**src/rtl/smps_pkg.sv**
```systemverilog
`timescale 1ns / 1ps

package smps_pkg;

  typedef enum logic [1:0] {
    MODE_INACTIVE = 2'd0,
    MODE_ACTIVE   = 2'd1,
    MODE_ERROR    = 2'd2
  } mode_t;

  typedef enum logic [1:0] {
    PH_CHECK  = 2'd0,
    PH_WAIT   = 2'd1,
    PH_DECIDE = 2'd2,
    PH_STOP   = 2'd3
  } phase_t;

  localparam logic [1:0] YEL_OFF  = 2'd0;
  localparam logic [1:0] YEL_PUMP = 2'd1;
  localparam logic [1:0] YEL_REST = 2'd2;

  localparam int unsigned MOIST_W = 10;
  localparam int unsigned COUNT_W = 8;
  localparam int unsigned TICKS_W = 24;
  localparam int unsigned CFG_IDX_W = 3;
  localparam int unsigned CFG_DATA_W = 24;

  localparam logic [CFG_IDX_W-1:0] REG_MAX_MOIST    = 3'd0;
  localparam logic [CFG_IDX_W-1:0] REG_TARGET_MOIST = 3'd1;
  localparam logic [CFG_IDX_W-1:0] REG_COUNT_MAX    = 3'd2;
  localparam logic [CFG_IDX_W-1:0] REG_ON_TICKS     = 3'd3;
  localparam logic [CFG_IDX_W-1:0] REG_OFF_TICKS    = 3'd4;
  localparam logic [CFG_IDX_W-1:0] REG_AUTO_EN      = 3'd5;

  localparam logic [TICKS_W-1:0] CHECK_WAIT    = 24'd10000;
  localparam logic [TICKS_W-1:0] DRY_DONE_WAIT = 24'd2000;

  typedef struct packed {
    logic [MOIST_W-1:0] max_moisture;
    logic [MOIST_W-1:0] target_moisture;
    logic [COUNT_W-1:0] pump_count_max;
    logic [TICKS_W-1:0] pump_on_ticks;
    logic [TICKS_W-1:0] pump_off_ticks;
    logic               auto_enable;
  } cfg_t;

  typedef struct packed {
    mode_t              mode;
    phase_t             phase;
    phase_t             after_phase;
    logic [COUNT_W-1:0] bursts;
    logic               pump;
    logic               red;
    logic               green;
    logic [1:0]         yellow;
  } ctl_t;

endpackage

```
**src/rtl/smps_step.sv**
```systemverilog
`timescale 1ns / 1ps

module smps_step #(
  parameter int unsigned TIMER_BITS = 24
) (
  input  smps_pkg::cfg_t                     cfg,
  input  smps_pkg::ctl_t                     ctl_i,
  input  logic [TIMER_BITS-1:0]              elapsed_i,
  input  logic [TIMER_BITS-1:0]              length_i,
  input  logic                               restart,
  input  logic [smps_pkg::MOIST_W-1:0]       moisture,
  output smps_pkg::ctl_t                     ctl_o,
  output logic [TIMER_BITS-1:0]              elapsed_o,
  output logic [TIMER_BITS-1:0]              length_o
);

  localparam logic [32:0] TMAX = (33'd1 << TIMER_BITS) - 33'd1;

  function automatic logic [TIMER_BITS-1:0] sat_len(input logic [smps_pkg::TICKS_W-1:0] v);
    logic [32:0] w;
    w = {{(33 - smps_pkg::TICKS_W){1'b0}}, v};
    return (w > TMAX) ? TMAX[TIMER_BITS-1:0] : w[TIMER_BITS-1:0];
  endfunction

  logic [TIMER_BITS-1:0] elapsed_inc;

  assign elapsed_inc = (elapsed_i == TMAX[TIMER_BITS-1:0]) ? elapsed_i
                                                           : elapsed_i + 1'b1;

  always_comb begin
    ctl_o     = ctl_i;
    elapsed_o = elapsed_i;
    length_o  = length_i;
    if (restart) begin
      ctl_o.pump   = 1'b0;
      ctl_o.red    = 1'b0;
      ctl_o.yellow = smps_pkg::YEL_OFF;
      ctl_o.phase  = smps_pkg::PH_CHECK;
      ctl_o.green  = cfg.auto_enable;
      ctl_o.mode   = cfg.auto_enable ? smps_pkg::MODE_ACTIVE : smps_pkg::MODE_INACTIVE;
    end else if (ctl_i.mode == smps_pkg::MODE_ACTIVE) begin
      unique case (ctl_i.phase)
        smps_pkg::PH_CHECK: begin
          if (moisture > cfg.max_moisture) begin
            ctl_o.bursts = '0;
            ctl_o.phase  = smps_pkg::PH_DECIDE;
          end else begin
            ctl_o.phase       = smps_pkg::PH_WAIT;
            ctl_o.after_phase = smps_pkg::PH_CHECK;
            length_o          = sat_len(smps_pkg::CHECK_WAIT);
            elapsed_o         = '0;
          end
        end
        smps_pkg::PH_WAIT: begin
          elapsed_o = elapsed_inc;
          if (elapsed_inc >= length_i) begin
            ctl_o.phase = ctl_i.after_phase;
          end
        end
        smps_pkg::PH_DECIDE: begin
          if (moisture > cfg.target_moisture) begin
            if (ctl_i.bursts < cfg.pump_count_max) begin
              ctl_o.pump        = 1'b1;
              ctl_o.yellow      = smps_pkg::YEL_PUMP;
              ctl_o.phase       = smps_pkg::PH_WAIT;
              ctl_o.after_phase = smps_pkg::PH_STOP;
              length_o          = sat_len(cfg.pump_on_ticks);
              elapsed_o         = '0;
            end else begin
              ctl_o.mode   = smps_pkg::MODE_ERROR;
              ctl_o.red    = 1'b1;
              ctl_o.green  = 1'b0;
              ctl_o.yellow = smps_pkg::YEL_OFF;
            end
          end else begin
            ctl_o.yellow      = smps_pkg::YEL_OFF;
            ctl_o.phase       = smps_pkg::PH_WAIT;
            ctl_o.after_phase = smps_pkg::PH_CHECK;
            length_o          = sat_len(smps_pkg::DRY_DONE_WAIT);
            elapsed_o         = '0;
          end
        end
        smps_pkg::PH_STOP: begin
          ctl_o.pump = 1'b0;
          if (ctl_i.bursts != {smps_pkg::COUNT_W{1'b1}}) begin
            ctl_o.bursts = ctl_i.bursts + 1'b1;
          end
          ctl_o.yellow      = smps_pkg::YEL_REST;
          ctl_o.phase       = smps_pkg::PH_WAIT;
          ctl_o.after_phase = smps_pkg::PH_DECIDE;
          length_o          = sat_len(cfg.pump_off_ticks);
          elapsed_o         = '0;
        end
        default: begin
          ctl_o = ctl_i;
        end
      endcase
    end
  end

endmodule

```
**src/rtl/soil_moisture_pump_sequencer.sv**
```systemverilog
`timescale 1ns / 1ps
// Channel | Ports                                   | Accepted when
// input   | in_restart, in_moisture                 | in_valid & in_ready
// result  | out_mode .. out_burst_count             | out_valid & out_ready
// config  | cfg_index, cfg_data                     | cfg_valid & cfg_ready
// One item per cycle unless the result stalls: the tick update is one combinational pass into the state
// registers, which also hold the result shown on the out_ ports.
// A new item is taken in the same cycle the held result is taken, so items flow
// back to back; a stalled result only holds off the input. cfg_ready is always high.
// Synchronous active-low reset loads register defaults and clears all state.

module soil_moisture_pump_sequencer #(
  parameter int unsigned TIMER_BITS = 24
) (
  input  logic                                clk,
  input  logic                                rst_n,
  input  logic                                in_valid,
  output logic                                in_ready,
  input  logic                                in_restart,
  input  logic [smps_pkg::MOIST_W-1:0]        in_moisture,
  output logic                                out_valid,
  input  logic                                out_ready,
  output logic [1:0]                          out_mode,
  output logic [1:0]                          out_phase,
  output logic                                out_pump_on,
  output logic                                out_red_led,
  output logic                                out_green_led,
  output logic [1:0]                          out_yellow_led,
  output logic [smps_pkg::COUNT_W-1:0]        out_burst_count,
  input  logic                                cfg_valid,
  output logic                                cfg_ready,
  input  logic [smps_pkg::CFG_IDX_W-1:0]      cfg_index,
  input  logic [smps_pkg::CFG_DATA_W-1:0]     cfg_data
);

  smps_pkg::cfg_t        cfg_r;
  smps_pkg::ctl_t        ctl_r, ctl_nxt;
  logic [TIMER_BITS-1:0] elapsed_r, elapsed_nxt;
  logic [TIMER_BITS-1:0] length_r, length_nxt;
  logic                  out_valid_r;
  logic                  in_acc;

  assign cfg_ready = 1'b1;
  assign in_ready  = !out_valid_r || out_ready;
  assign in_acc    = in_valid && in_ready;

  smps_step #(
    .TIMER_BITS(TIMER_BITS)
  ) u_step (
    .cfg       (cfg_r),
    .ctl_i     (ctl_r),
    .elapsed_i (elapsed_r),
    .length_i  (length_r),
    .restart   (in_restart),
    .moisture  (in_moisture),
    .ctl_o     (ctl_nxt),
    .elapsed_o (elapsed_nxt),
    .length_o  (length_nxt)
  );

  always_ff @(posedge clk) begin
    if (!rst_n) begin
      cfg_r.max_moisture    <= 10'd400;
      cfg_r.target_moisture <= 10'd400;
      cfg_r.pump_count_max  <= 8'd5;
      cfg_r.pump_on_ticks   <= 24'd3000;
      cfg_r.pump_off_ticks  <= 24'd3000;
      cfg_r.auto_enable     <= 1'b0;
    end else if (cfg_valid) begin
      unique case (cfg_index)
        smps_pkg::REG_MAX_MOIST:    cfg_r.max_moisture    <= cfg_data[smps_pkg::MOIST_W-1:0];
        smps_pkg::REG_TARGET_MOIST: cfg_r.target_moisture <= cfg_data[smps_pkg::MOIST_W-1:0];
        smps_pkg::REG_COUNT_MAX:    cfg_r.pump_count_max  <= cfg_data[smps_pkg::COUNT_W-1:0];
        smps_pkg::REG_ON_TICKS:     cfg_r.pump_on_ticks   <= cfg_data[smps_pkg::TICKS_W-1:0];
        smps_pkg::REG_OFF_TICKS:    cfg_r.pump_off_ticks  <= cfg_data[smps_pkg::TICKS_W-1:0];
        smps_pkg::REG_AUTO_EN:      cfg_r.auto_enable     <= cfg_data[0];
        default: begin
        end
      endcase
    end
  end

  always_ff @(posedge clk) begin
    if (!rst_n) begin
      ctl_r.mode        <= smps_pkg::MODE_INACTIVE;
      ctl_r.phase       <= smps_pkg::PH_CHECK;
      ctl_r.after_phase <= smps_pkg::PH_CHECK;
      ctl_r.bursts      <= '0;
      ctl_r.pump        <= 1'b0;
      ctl_r.red         <= 1'b0;
      ctl_r.green       <= 1'b0;
      ctl_r.yellow      <= smps_pkg::YEL_OFF;
      elapsed_r         <= '0;
      length_r          <= '0;
      out_valid_r       <= 1'b0;
    end else begin
      if (in_acc) begin
        ctl_r     <= ctl_nxt;
        elapsed_r <= elapsed_nxt;
        length_r  <= length_nxt;
      end
      if (in_acc) begin
        out_valid_r <= 1'b1;
      end else if (out_ready) begin
        out_valid_r <= 1'b0;
      end
    end
  end

  assign out_valid       = out_valid_r;
  assign out_mode        = ctl_r.mode;
  assign out_phase       = ctl_r.phase;
  assign out_pump_on     = ctl_r.pump;
  assign out_red_led     = ctl_r.red;
  assign out_green_led   = ctl_r.green;
  assign out_yellow_led  = ctl_r.yellow;
  assign out_burst_count = ctl_r.bursts;

endmodule

```
**config.mk**
```make
export PLATFORM = sky130hd
export DESIGN_NAME = soil_moisture_pump_sequencer
export DESIGN_NICKNAME = d
export VERILOG_FILES = /design/src/rtl/smps_pkg.sv /design/src/rtl/smps_step.sv /design/src/rtl/soil_moisture_pump_sequencer.sv
export SDC_FILE = /design/constraint.sdc
export NUM_CORES = 1
export LEC_CHECK = 0
export BUFFER_PORTS_ARGS = -buffer_cell sky130_fd_sc_hd__buf_4
export CAP_MARGIN = 40
export CORE_ASPECT_RATIO = 0.6
export CORE_MARGIN = 2
export CORE_UTILIZATION = 54
export CTS_BUF_LIST = sky130_fd_sc_hd__clkbuf_8 sky130_fd_sc_hd__clkbuf_16
export DETAILED_ROUTE_END_ITERATION = 7
export PLACE_DENSITY = 0.76
export SLEW_MARGIN = 5
export SYNTH_ARGS = -nofsm -noshare
export SYNTH_HDL_FRONTEND = slang
export SYNTH_SLANG_ARGS = --single-unit
export TNS_END_PERCENT = 50
```
**constraint.sdc**
```tcl
create_clock -name clk -period 3.1 [get_ports clk]
set_input_delay 0.155 -clock clk [delete_from_list [all_inputs] [get_ports clk]]
set_output_delay 0.155 -clock clk [all_outputs]
set_load 0.1 [all_outputs]
```
==> Yosys cells after proc, flatten, opt, wreduce, memory -nomap -nowiden <==
Cells that the tools add are included.
{ "word_totals": {"regBits": 145, "word_cells": 104, "inputBits": 43} }
{ "op_classes": {"n_lt_le_gt_ge": 4, "mux": 35, "n_eq_ne": 20, "addsub": 2, "n_bitwise": 1, "reduce_logical": 25} }
{ "op_table": {"columns": ["op", "n"], "rows": [
  ["2-to-1 mux 24 bit", 7],
  ["case mux 24 bit (4 select lines)", 1],
  ["case mux 24 bit (3 select lines)", 1],
  ["adder 24 x 1 -> 24 bit (second input constant)", 1],
  ["equality test 24 bit (second input constant)", 1],
  [">= comparator 24 bit", 1],
  ["greater-than comparator 10 bit", 2],
  ["2-to-1 mux 19 bit", 1],
  ["2-to-1 mux 2 bit", 8],
  ["2-to-1 mux 8 bit", 2],
  ["case mux 8 bit (2 select lines)", 1],
  ["AND reduction 5 bit", 3],
  ["2-to-1 mux 4 bit", 3],
  ["AND reduction 2 bit", 6],
  ["AND reduction 6 bit", 2],
  ["nonzero test 2 bit", 5],
  ["inequality test 3 x 2 -> 1 bit (second input constant)", 3],
  ["adder 8 x 1 -> 8 bit (second input constant)", 1],
  ["< comparator 8 bit", 1],
  ["inequality test 8 bit (second input constant)", 1],
  ["case mux 2 bit (4 select lines)", 1],
  ["equality test 3 x 2 -> 1 bit (second input constant)", 2],
  ["equality test 3 bit (second input constant)", 2],
  ["case mux 2 bit (3 select lines)", 1],
  ["other kinds (21)", 30]
]} }

==> Depth between registers and ports, before layout <==
{ "depth": {"ltp_word": 7, "ltp_mapped": 15, "ltp_nobuf": 15} }

==> Cells and area by module <==
From an unflattened synthesis, not the netlist that was laid out.
{ "hier_totals": {"hier_cells": 1181, "hier_area_um2": 9237.6} }
{ "by_module_without_submodules": {"columns": ["module", "area_each_um2", "cells_per_inst", "n_inst"], "rows": [
  ["soil_moisture_pump_sequencer", 5489.0, 605, 1],
  ["smps_step", 3748.6, 576, 1]
]} }

==> Worst setup path before layout <==
OpenSTA, ideal clock, no wires.
{ "synth_path": {"kind": "reg2reg", "from": "register out_valid_r (netlist: out_valid)", "to": "register elapsed_r[4]", "n_path_buf": 2, "path_slack_ns": -0.225, "setup_ns": 0.117, "t_arrival_ns": 3.209, "synth_period_minus_slack_ns": 3.325, "path_stages_with_launch": 9, "path_cell_list": "dfxtp_1 nand2b_1 and2_1 clkbuf_1 o311ai_1 or3b_4 nor2_1 buf_2 a22o_1"} }
{ "synth_between": {"elab_chain_cells": 4} }
{ "synth_lines": {"columns": ["element", "line", "text"], "rows": [
  ["start: declaration", "soil_moisture_pump_sequencer.sv:40", "logic out_valid_r;"],
  ["start signal: assignment", "soil_moisture_pump_sequencer.sv:95", "out_valid_r <= 1'b0;"],
  ["start signal: assignment", "soil_moisture_pump_sequencer.sv:103", "out_valid_r <= 1'b1;"],
  ["start signal: assignment", "soil_moisture_pump_sequencer.sv:105", "out_valid_r <= 1'b0;"],
  ["logical NOT 1 bit", "soil_moisture_pump_sequencer.sv:44", "assign in_ready = !out_valid_r || out_ready;"],
  ["logical OR 1 bit", "soil_moisture_pump_sequencer.sv:44", null],
  ["net in_ready", "soil_moisture_pump_sequencer.sv:18", "output logic in_ready,"],
  ["logical AND 1 bit", "soil_moisture_pump_sequencer.sv:45", "assign in_acc = in_valid && in_ready;"],
  ["AND reduction 5 bit (no line)", null, null],
  ["end signal: assignment", "soil_moisture_pump_sequencer.sv:99", "elapsed_r <= elapsed_nxt;"],
  ["end: declaration", "soil_moisture_pump_sequencer.sv:38", "logic [TIMER_BITS-1:0] elapsed_r, elapsed_nxt;"]
]} }
The timed path passes the listed nets, and every way through them passes these cells.
A chain may end at the register's enable or synchronous reset.

==> Final worst setup path <==
{ "layout_path": {"from": "register elapsed_r[1]", "to": "register ctl_r, in the netlist out_phase[0]"} }
{ "layout_between": {"elab_chain_cells": 5} }
{ "layout_lines": {"columns": ["element", "line", "text"], "rows": [
  ["adder 24 x 1 -> 24 bit / equality test 24 bit (equally long branches)", "smps_step.sv:28, smps_step.sv:27", null],
  ["2-to-1 mux 24 bit (*)", "smps_step.sv:27", "assign elapsed_inc = (elapsed_i == TMAX[TIMER_BITS-1:0]) ? elapsed_i"],
  [">= comparator 24 bit (*)", "smps_step.sv:56", "if (elapsed_inc >= length_i) begin"],
  ["inequality test 3 x 2 -> 1 bit (no line) (*)", null, null],
  ["AND reduction 4 bit (no line) (*)", null, null],
  ["end signal: assignment", "soil_moisture_pump_sequencer.sv:98", "ctl_r <= ctl_nxt;"],
  ["end: declaration", "soil_moisture_pump_sequencer.sv:37", "smps_pkg::ctl_t ctl_r, ctl_nxt;"]
]} }
Every way passes the cells marked *; elsewhere a longest branch is shown, timed or not.

==> impl_metrics.csv <==
group,metric,value,unit
critical_path,worst-path-max-fanout,4,
critical_path,rrSetupSlack,-0.14,ns
timing,fin_skew,0.00696,ns
placement,gp_congestion,0.885,
logic_synthesis,synth_fp_nets,1068,
floorplanning,die_area,15000,um2
finish,area_growth,25.6,%
critical_path,cp.arrival,3.54,ns
clock_tree,clock_path_buffers,2,
routing,vias_per_cell,5.63,
timing,max_freq,0.308,GHz
grt,grt_pass1_vias,6690,
logic_synthesis,synthMostInstantiatedCell,"nand2_1",
critical_path,critPathKind,"register to register",
logic_synthesis,netlist_area,7560,um2
clock_tree,cts_tree,"done",
floorplanning,die_w,157,um
finish,diodes,0,
finish,post-route-util,69.5,%
routing,drt_pass1_iterations,5,
critical_path,worstSetupStartpointType,"register",
logic_synthesis,ys_top_cells_by_area,"dfxtp_1, nand2_1, ha_1",
logic_synthesis,synth.distinct_cells,60,
routing,drc_errors,0,
routing,drt_wl_total,20900,um
worst_hold_path,hold_end,"cfg_r[38]",
logic_synthesis,yosysSeqAreaShare,37.9,%
finish,fin_nets,1170,
logic_synthesis,synthArstFlopShare,0,%
finish,final_cells,1274,
logic_synthesis,ys.flop_type,"dfxtp_1",
floorplanning,rows,33,
floorplanning,num_io_pins,63,
finish,layout-drive-gt1-share,20.2,%
clock_tree,clock-sinks,143,
timing,min_period,3.24,ns
routing,via_count,7169,
timing,grt_setup_unrepaired,"yes",
routing,antenna_left,0,
timing,holdWs,0.0112,ns
placement,port_buffers,61,
worst_hold_path,holdCritPathClass,"primary input to register",
routing,drtIter0Drc,580,
timing,setup_viol,2,
timing,maxSlewHeadroom,50.2,%
grt,grt_pass1_wl,33700,um
outcome,failed_checks,"negative setup slack",
grt,grt_usage,28.8,%
outcome,status,"finished, violations left",
pwr,power.density,454,nW/um2
timing,finalHoldViolCount,0,
clock_tree,cts_max_level,4,
timing,fin_crit_sh,105,%
placement,place_hpwl,14400,um
worst_hold_path,worstHoldStart,"cfg_data[13]",
timing,slew_viol_final,0,
logic_synthesis,synth_top_cell_area_share,37.9,%
critical_path,cp.required,3.39,ns
logic_synthesis,syn-mean-instance-area,7.82,um2
floorplanning,die_y,95.7,um
job,max-cap-violations,0,
grt,antenna_found_initial,0,
pwr,vdd_drop_max,0.000383,V
clock_tree,cts_root_buffer,"clkbuf_16",
clock_tree,numCtsBuffers,17,
logic_synthesis,synth_cells,967,
clock_tree,insertion_delay,0.42,ns
grt,grt_overflow_total,0,
critical_path,timing.rr.end,"out_phase[0]",
logic_synthesis,ys_warn_count,0,
routing,avgRoutedWirePerCell,16.4,um
timing,setup_tns,-0.273,ns
logic_synthesis,yosys_register_bits,143,
logic_synthesis,synth_enable_flop_cells,0,
critical_path,endpoint_kind,"register",
worst_hold_path,hold_depth,3,
floorplanning,start_util,55.3,%
placement,post-place-cells,1221,
pwr,power_leakage,0.00385,uW
timing,worst_pin_slew,0.745,ns
grt,grt_start_max_net_pins,53,
clock_tree,path_clk_slew,0.06,ns
critical_path,rr_startpoint,"elapsed_r[1]",
critical_path,ff2ff_path_depth,16,
logic_synthesis,synth_top_area_cell,"dfxtp_1",
logic_synthesis,yosys-top-cells-count,"nand2_1, dfxtp_1, a21oi_1",
floorplanning,coreArea,13700,um2
timing,fin_ws,-0.145,ns
placement,place_ws,-0.305,ns
[power breakdown]
| group | internal (uW) | switching, uW |
|---|---|---|
| Sequential | 1860 | 13.3 |
| Combinational | 108 | 174 |
| Clock | 1300 | 854 |
| Total | 3270 | 1040 |
[cells in the final DEF (no fill, tap or decap), types with 4 or more instances in the layout]
| master | instances |
|---|---|
| a211oi_1 | 24 |
| a21boi_0 | 4 |
| a21o_1 | 4 |
| a21oi_1 | 96 |
| a221oi_1 | 4 |
| a22o_1 | 11 |
| a22oi_1 | 17 |
| buf_4 | 129 |
| clkbuf_16 | 17 |
| clkinvlp_4 | 4 |
| dfxtp_1 | 136 |
| dfxtp_2 | 7 |
| dlygate4sd3_1 | 16 |
| ha_1 | 56 |
| inv_1 | 63 |
| inv_6 | 4 |
| mux2i_1 | 4 |
| nand2_1 | 197 |
| nand2b_1 | 6 |
| nand3_1 | 41 |
| nand4_1 | 15 |
| nor2_1 | 56 |
| nor3_1 | 9 |
| o211ai_1 | 10 |
| o21ai_0 | 18 |
| o21ai_1 | 9 |
| o31ai_1 | 4 |
| or2_2 | 4 |
| or3_1 | 7 |
| or4_1 | 10 |
| xnor2_1 | 15 |
| xor2_1 | 6 |
[how the worst max path moves through the flow]
stage	startpoint	endpoint
floorplan	elapsed_r[16]	out_phase[1]
global placement	elapsed_r[6]	out_phase[0]
detailed placement	elapsed_r[0]	out_phase[0]
CTS	elapsed_r[3]	out_phase[0]
global route	elapsed_r[1]	out_phase[1]
finish	elapsed_r[1]	out_phase[0]
[per-stage QoR]
stage | area [um2] | total power (uW)
after detailed placement | 8510 | 2170
after floorplan | 7560 | 2060
after CTS | 9430 | 4310
after global placement | 8450 | 2160
final | 9500 | 4320
after global routing | 9500 | 4430
[state kept, by name, summed over array words and instances (netlist names)]
| signal | flops |
|---|---|
| out_phase | 2 |
| out_pump_on | 1 |
| cfg_r | 77 |
| out_mode | 2 |
| out_valid | 1 |
| out_burst_count | 8 |
| length_r | 24 |
| ctl_r | 2 |
| elapsed_r | 24 |
| out_yellow_led | 2 |
[logic make-up (layout without fill, tap and decap cells)]
| logic type | after synthesis | after routing | synth area share, % |
|---|---|---|---|
| muxes | 6 | 6 | 0.827 |
| other | 1 | 1 | 0.0496 |
| AOI/OAI and AO/OA | 226 | 226 | 19.1 |
| adders and majority gates | 58 | 58 | 9.60 |
| xor gates and xnor gates | 22 | 22 | 2.55 |
| DFF | 143 | 143 | 37.9 |
| buffers and inverters | 132 | 247 | 7.46 |
| and+or+nand+nor | 379 | 379 | 22.6 |
[area by class of cell]
type	count	area (um2)
multi-input cells	692	4300
fillers	1082	4170
flip-flops and latches	143	2870
repair buffers	151	1220
clock buffers	18	439
inverters	64	240
well taps	192	240
clock inverters	14	180
[worst max-delay path: stages, from the launching register on]
cell and delay [ns]:
dfxtp_2 0.35, ha_4 0.15, nand2_4 0.06, nor4_4 0.38, buf_4 0.19, nand2_4 0.07, nand2b_4 0.10, nor2_2 0.04
xor2_1 0.18, ha_1 0.37, nand2_2 0.09, nor3_4 0.20, a211oi_2 0.10, o31ai_2 0.32, a21oi_4 0.15, o211ai_1 0.25
o41ai_2 0.11
[what timing repair did]
action,4_1_cts,5_1_grt
endpoints found under the hold margin,25,0
gates resized for setup,29,12
hold buffers,16,0
endpoints found under the setup margin,2,11
buffers inserted,3,3
pin swaps,16,15
[metal layers]
layer | global-route usage [%] | wire length (um)
met1 | 40.1 | 9950
met2 | 43.1 | 8560
met3 | 8.73 | 2090
met4 | 8.03 | 260
met5 | 0 | 0
No activity file was read; power rests on OpenSTA's default activity.
